===== src/rtl/ibms_pkg.sv =====
// Shared types and constants for the interleaved block media store.
// Holds function, status and media codes, the sector interleave table and the
// control struct passed from the address mapper to the top level.
package ibms_pkg;

	localparam int FUNC_W   = 2;
	localparam int BLOCK_W  = 10;
	localparam int OFFSET_W = 10;
	localparam int BYTE_W   = 8;
	localparam int STATUS_W = 2;
	localparam int MEDIA_W  = 2;
	localparam int CFG_ADDR_W = 1;
	localparam int CFG_DATA_W = 2;

	// Sectors are remapped inside groups of eight.
	localparam int GROUP_BITS = 3;

	typedef enum logic [FUNC_W-1:0] {
		FUNC_READ  = 2'd0,
		FUNC_WRITE = 2'd1,
		FUNC_LOAD  = 2'd2,
		FUNC_CLEAR = 2'd3
	} func_t;

	typedef enum logic [STATUS_W-1:0] {
		ST_OK        = 2'd0,
		ST_NO_MEDIA  = 2'd1,
		ST_PROTECTED = 2'd2,
		ST_RANGE     = 2'd3
	} status_t;

	typedef enum logic [MEDIA_W-1:0] {
		MEDIA_NONE       = 2'd0,
		MEDIA_DATA_PACK  = 2'd1,
		MEDIA_DISK_SMALL = 2'd2,
		MEDIA_DISK_LARGE = 2'd3
	} media_t;

	typedef enum logic [CFG_ADDR_W-1:0] {
		REG_MEDIA_KIND    = 1'd0,
		REG_WRITE_PROTECT = 1'd1
	} cfg_reg_t;

	// Outcome of one item as decided by the address mapper.
	typedef struct packed {
		status_t status;
		logic    rd;
		logic    wr;
		logic    set_pos;
		logic    set_dirty;
		logic    clr_dirty;
	} map_ctl_t;

	function automatic logic [GROUP_BITS-1:0] interleave(input logic [GROUP_BITS-1:0] s);
		logic [GROUP_BITS-1:0] p;
		case (s)
			3'd0:    p = 3'd0;
			3'd1:    p = 3'd5;
			3'd2:    p = 3'd2;
			3'd3:    p = 3'd7;
			3'd4:    p = 3'd4;
			3'd5:    p = 3'd1;
			3'd6:    p = 3'd6;
			default: p = 3'd3;
		endcase
		return p;
	endfunction

endpackage


===== src/rtl/ibms_addr_map.sv =====
// Address mapper: checks one item against media, protection and image size
// and maps block and offset to an image address (linear or interleaved).
// Depends on ibms_pkg.
module ibms_addr_map
	import ibms_pkg::*;
#(
	parameter int BLOCK_BYTES       = 1024,
	parameter int SECTOR_BYTES      = 512,
	parameter int STORE_BYTES       = 524288,
	parameter int DATA_PACK_BLOCKS  = 256,
	parameter int DISK_SMALL_BLOCKS = 160,
	parameter int DISK_LARGE_BLOCKS = 320,
	parameter int AW                = $clog2(STORE_BYTES)
) (
	input  logic [MEDIA_W-1:0]  media_kind,
	input  logic                write_protect,
	input  logic [FUNC_W-1:0]   func,
	input  logic [BLOCK_W-1:0]  block_number,
	input  logic [OFFSET_W-1:0] byte_offset,
	output map_ctl_t            ctl,
	output logic [AW-1:0]       addr
);

	localparam int SPB     = BLOCK_BYTES / SECTOR_BYTES;
	localparam int NBLK    = 1 << BLOCK_W;
	localparam int SEC_W   = $clog2(NBLK * SPB + 16);
	localparam int DSK_W   = $clog2((1 << SEC_W) * SECTOR_BYTES);
	localparam int LIN_W   = $clog2(NBLK * BLOCK_BYTES + (1 << OFFSET_W));
	localparam int STO_W   = $clog2(STORE_BYTES + 1);
	localparam int MW0     = (DSK_W > LIN_W) ? DSK_W : LIN_W;
	localparam int MAP_W   = (MW0 > STO_W) ? MW0 : STO_W;
	localparam int CMP_W   = $clog2(8 * SECTOR_BYTES + (1 << OFFSET_W));
	localparam int Q_W     = OFFSET_W - $clog2(128) + 1;
	localparam int QMAX    = (1 << OFFSET_W) / SECTOR_BYTES;
	localparam int DP_SZ   = DATA_PACK_BLOCKS * BLOCK_BYTES;
	localparam int DS_SZ   = DISK_SMALL_BLOCKS * BLOCK_BYTES;
	localparam int DL_SZ   = DISK_LARGE_BLOCKS * BLOCK_BYTES;
	localparam int DP_LIM  = (DP_SZ < STORE_BYTES) ? DP_SZ : STORE_BYTES;
	localparam int DS_LIM  = (DS_SZ < STORE_BYTES) ? DS_SZ : STORE_BYTES;
	localparam int DL_LIM  = (DL_SZ < STORE_BYTES) ? DL_SZ : STORE_BYTES;

	logic [Q_W-1:0]      sec_q;
	logic [OFFSET_W-1:0] sec_rem;
	logic [SEC_W-1:0]    sector;
	logic [SEC_W-1:0]    phys;
	logic [MAP_W-1:0]    lin_addr;
	logic [MAP_W-1:0]    dsk_addr;
	logic [MAP_W-1:0]    blk_addr;
	logic [MAP_W-1:0]    limit;
	logic [BLOCK_W:0]    kind_blocks;
	logic                ofs_ok;
	logic                blk_ok;

	// Sector within the block: offset is at most ten bits, so a handful of
	// compares against sector boundaries replaces the division.
	always_comb begin
		sec_q = '0;
		for (int k = 1; k <= QMAX && k < 16; k++) begin
			if (CMP_W'(byte_offset) >= CMP_W'(k * SECTOR_BYTES)) begin
				sec_q = Q_W'(k);
			end
		end
	end

	assign sec_rem  = OFFSET_W'(CMP_W'(byte_offset) - CMP_W'(sec_q) * CMP_W'(SECTOR_BYTES));
	assign sector   = SEC_W'(block_number) * SEC_W'(SPB) + SEC_W'(sec_q);
	assign phys     = {sector[SEC_W-1:GROUP_BITS], interleave(sector[GROUP_BITS-1:0])};
	assign dsk_addr = MAP_W'(phys) * MAP_W'(SECTOR_BYTES) + MAP_W'(sec_rem);
	assign lin_addr = MAP_W'(block_number) * MAP_W'(BLOCK_BYTES) + MAP_W'(byte_offset);
	assign blk_addr = (media_t'(media_kind) == MEDIA_DATA_PACK) ? lin_addr : dsk_addr;
	assign ofs_ok   = (CMP_W'(byte_offset) < CMP_W'(BLOCK_BYTES));
	assign blk_ok   = ({1'b0, block_number} < kind_blocks);

	always_comb begin
		unique case (media_t'(media_kind))
			MEDIA_DATA_PACK: begin
				kind_blocks = (BLOCK_W+1)'(DATA_PACK_BLOCKS);
				limit       = MAP_W'(DP_LIM);
			end
			MEDIA_DISK_SMALL: begin
				kind_blocks = (BLOCK_W+1)'(DISK_SMALL_BLOCKS);
				limit       = MAP_W'(DS_LIM);
			end
			MEDIA_DISK_LARGE: begin
				kind_blocks = (BLOCK_W+1)'(DISK_LARGE_BLOCKS);
				limit       = MAP_W'(DL_LIM);
			end
			default: begin
				kind_blocks = '0;
				limit       = '0;
			end
		endcase
	end

	always_comb begin
		ctl  = '{status: ST_OK, default: 1'b0};
		addr = blk_addr[AW-1:0];
		unique case (func_t'(func))
			FUNC_CLEAR: begin
				ctl.clr_dirty = 1'b1;
			end
			FUNC_LOAD: begin
				addr = lin_addr[AW-1:0];
				if (ofs_ok && lin_addr < MAP_W'(STORE_BYTES)) begin
					ctl.wr = 1'b1;
				end else begin
					ctl.status = ST_RANGE;
				end
			end
			default: begin
				if (media_t'(media_kind) == MEDIA_NONE) begin
					ctl.status = ST_NO_MEDIA;
				end else if (func_t'(func) == FUNC_WRITE && write_protect) begin
					ctl.status = ST_PROTECTED;
				end else if (!blk_ok || !ofs_ok || blk_addr >= limit) begin
					ctl.status = ST_RANGE;
				end else begin
					ctl.set_pos   = 1'b1;
					ctl.rd        = (func_t'(func) == FUNC_READ);
					ctl.wr        = (func_t'(func) == FUNC_WRITE);
					ctl.set_dirty = (func_t'(func) == FUNC_WRITE);
				end
			end
		endcase
	end

endmodule


===== config.mk =====
export PLATFORM = sky130hd
export DESIGN_NAME = ibms_addr_map
export DESIGN_NICKNAME = d
export VERILOG_FILES = /design/src/rtl/ibms_pkg.sv /design/src/rtl/ibms_addr_map.sv
export SDC_FILE = /design/constraint.sdc
export NUM_CORES = 1
export LEC_CHECK = 0
export ABC_AREA = 1
export BUFFER_PORTS_ARGS = -buffer_cell sky130_fd_sc_hd__buf_2
export CAP_MARGIN = 20
export CORE_MARGIN = 4
export CORE_UTILIZATION = 25
export DETAILED_ROUTE_END_ITERATION = 7
export PLACE_DENSITY = 0.52
export SETUP_SLACK_MARGIN = 0.15
export SLEW_MARGIN = 20
export SYNTH_ARGS = -nofsm -noshare
export SYNTH_HDL_FRONTEND = slang
export SYNTH_SLANG_ARGS = --single-unit
export TNS_END_PERCENT = 100

===== constraint.sdc =====
create_clock -name vclk -period 1.5
set_input_delay 0.075 -clock vclk [all_inputs]
set_output_delay 0.075 -clock vclk [all_outputs]
set_load 0.01 [all_outputs]

## Word-level counts from Yosys, hierarchy flattened

Cells that the tools add are included.

| word-level totals | value |
|---|---|
| output and inout bits | 26 |
| bits in registers | 0 |
| logic and storage cells | 46 |

| cells by class | value |
|---|---|
| $add $sub $neg | 4 |
| reductions and logical operators | 7 |
| eq/ne operators | 12 |
| mux-type cells | 19 |
| order comparisons | 4 |

Operators with widths:

| kind | count |
|---|---|
| $pmux 19 s3 | 1 |
| $pmux 9 s3 | 1 |
| $add 20x10->21 | 1 |
| $add 21x10->21 | 1 |
| $ge 21x21->1 | 1 |
| $lt 21x20->1 const B | 1 |
| $mux 21 | 1 |
| $pmux 3 s7 | 1 |
| $mux 19 | 1 |
| $add 11x4->12 | 1 |
| $mux 4 | 3 |
| $lt 10x11->1 | 1 |
| $ge 10x10->1 const B | 1 |
| $mux 2 | 5 |
| $sub 10x10->10 | 1 |
| $eq 3x3->1 const B | 3 |
| $eq 2x2->1 const B | 4 |
| $eq 3x2->1 const B | 2 |
| $eq 2x1->1 const B | 2 |
| $logic_not 2->1 | 2 |
| $mux 1 | 4 |
| $pmux 2 s2 | 1 |
| $eq 3x1->1 const B | 1 |
| $logic_not 3->1 | 1 |
| other kinds (5) | 5 |

## Longest topological paths before layout

| depth | value |
|---|---|
| word-level depth | 13 |
| gate-level depth with buffers | 22 |

## Worst setup path after synthesis

Ideal clock, no wire load.

| path | value |
|---|---|
| kind | input to output |
| start point | in block_number[6] |
| end point | out ctl[6] in the netlist's numbering |
| cell stages on the path | 14 |
| buffers on the path | 0 |
| arrival | 1.376 ns |
| path slack | 0.049 ns |
| cell sequence | xor2_1 -> ha_1 -> nand3_1 -> nor2_1 -> nand2_1 -> nor2_1 -> nand2_1 -> nor2_1 -> nand2_1 -> nand2_1 -> nand2_1 -> nand2_2 -> nor2_1 -> o21ai_1 |

RTL lines:

| element | RTL line | text |
|---|---|---|
| start: declaration | ibms_addr_map.sv:18 | `input logic [BLOCK_W-1:0] block_number,` |
| end: declaration | ibms_addr_map.sv:20 | `output map_ctl_t ctl,` |

==> results.txt <==
Die width: 65.30 microns
HP Class: primary input to primary output
Final GP Congestion: 0.7987
Ys Warns: 0
Final WS setup: -245.3 ps
Commonest non-fill, non-tap cell in the layout: nand2_1
CTS Hold Bufs: 0
Syn Nets: 196
Pwr Density: 283.1 mW/mm^2
Placed cells: 264
Fin cells: 264
# IOs: 51
Crit Path Category: primary input to primary output
CP most frequent cell: nand2_1
Fillcell total: 390
RSZ-0062 raised after global routing: yes
Failing checks: negative setup slack
Pre-antenna DRT Iters: 4
Initial DRC Count: 73
DPL Wire Length: 2160 microns
Pin count of the biggest net entering global routing: 10
Final nets: 256
Vias per inst: 4.208
Status: complete, but fails checks
Post-CTS setup buffer count: 0
Endpoints failing setup: 6
Design Power: 0.3673 mW
Initial core utilization: 26.45%
First-pass GRT wire length: 3919 microns
Cell Area, Synth: 820.8 sq um
Wirelength per Cell: 9.053 microns
WL final: 2390 microns
Required @ worst endpoint: 1420 ps
Arrival @ worst endpoint: 1670 ps
Netlist cell types: 24
Clk_buf instances: 0
Post-synthesis sequential area ratio: 0%
Buffers & Inverters on Critical Path: 2
Crit-path cells: buf_8 > xor2_4 > ha_4 > nand3_2 > nor2_1 > nand2_1 > nor2_2 > nand2_1 > nor2_1 > nand2_1 > nand2_1 > nand2_2 > nand2_2 > nand2_1 > nand2_1 > nand2_1 > nand2_2 > buf_6
Slew Limit Fails: 0
Total of max-cap violations: 0
Chip height: 65.30 microns
Leakage: 0.7699 nW
Setup TNS: -1287 ps
Syn Inst Count: 162
Area occupied by multi-input gates: 734.5 sq um
Avg Cell Area, Syn: 5.067 sq um
Buffers on Ports: 51
Final Hold Fails: 0
Total grt overflow: 0
Rows: 20
Element type at the critical path end: primary output
Post-DRT Antenna Nets: 0
CP Launch Type: primary input
Worst VDD drop: 0.08571 mV
Reg area: 0 sq um
Die footprint: 0.004264 sq mm
N_diodes: 0
Crit path max fanout: 3
DRC: 0
Via count: 1111
Final core area utilization: 41.81%
Layout cell share with drive strength beyond 1: 42.27%
Pre-CTS setup slack: -393.9 ps
Most frequent cells in the layout: nand2_1 (58), buf_2 (49), inv_1 (23), buf_4 (19), nor2_1 (12)
CP max stage cell: ha_4
Initial antenna violation count: 0
Vias in the first global route: 939
Fmax: 573.0 MHz
Area Growth Syn to Fin: 58.08%
Tmin final: 1745 ps
CORE AREA: 0.003103 sq mm
Post-route clock period utilization: 116.4%
Seq Cell Count: 0
Critical path's top delay family: simple AND/OR/NAND/NOR gates
GR Util All Layers: 10.89%
Slowest stage delay, CP: 270 ps
## path summary, 6_finish.rpt
path                             from      end  depth (start not counted)
worst min-delay path   byte_offset[7]  addr[7]                          2
worst max-delay path  block_number[6]   ctl[5]                         18
## logic make-up after synthesis
logic type / after synthesis / share of synthesized area (%)
simple gates: 97 / 50.30
buf+inv: 37 / 21.04
compound gates: 14 / 10.21
fa+ha+maj: 9 / 13.72
xor+xnor: 4 / 4.269
other cells: 1 / 0.4569
## cell type report
type	count	area share [%]
multi-input combinational	125	56.61
inverter	25	7.232
tap	44	4.243
timing repair buffer	70	31.92
## stage by stage
stage          instance area, sq um  hold slack, ps
2_1_floorplan                 855.8           180.9
3_3_place_gp                   1230           349.8
3_5_place_dp                   1230           349.2
4_1_cts                        1257           350.8
5_1_grt                        1297           356.2
6_report                       1297           350.2
## report_power, final
group / internal (mW) / leakage (nW) / switching (mW)
Combinational: 0.171 / 0.770 / 0.196
Clock: 0 / 0 / 0
Sequential: 0 / 0 / 0
## timing repair
item / in CTS / in global routing
gates resized for setup: 6 / 6
pin swaps: 9 / 7
setup endpoints to repair: 6 / 6
## Yosys cell counts
master / n / share of area (%)
a211o_1: 1 / 1.1
a21oi_1: 2 / 1.2
and2_0: 1 / 0.76
buf_4: 9 / 8.2
clkbuf_1: 3 / 1.4
conb_1: 1 / 0.46
ha_1: 9 / 14
inv_1: 23 / 11
inv_2: 2 / 0.91
nand2_1: 61 / 28
nand2_2: 1 / 0.76
nand3_1: 9 / 5.5
nand4_1: 4 / 3.0
nor2_1: 15 / 6.9
nor2_2: 3 / 2.3
nor2_4: 1 / 1.4
nor3_1: 1 / 0.61
nor3_2: 1 / 1.2
o211ai_1: 1 / 0.91
o21ai_0: 7 / 4.3
o21ai_1: 1 / 0.61
o21ai_2: 2 / 2.1
xnor2_1: 1 / 1.1
xor2_1: 3 / 3.2
## routing by layer
metal / global-route usage, % / routed length, microns / vias to the layer above
met4: 0 / 0 / 0
li1: - / - / 609
met2: 18.46 / 1057 / 32
met1: 15.98 / 1164 / 470
met3: 0.6838 / 168 / 0
met5: 0 / 0 / -
No activity file was read; power rests on OpenSTA's default activity.
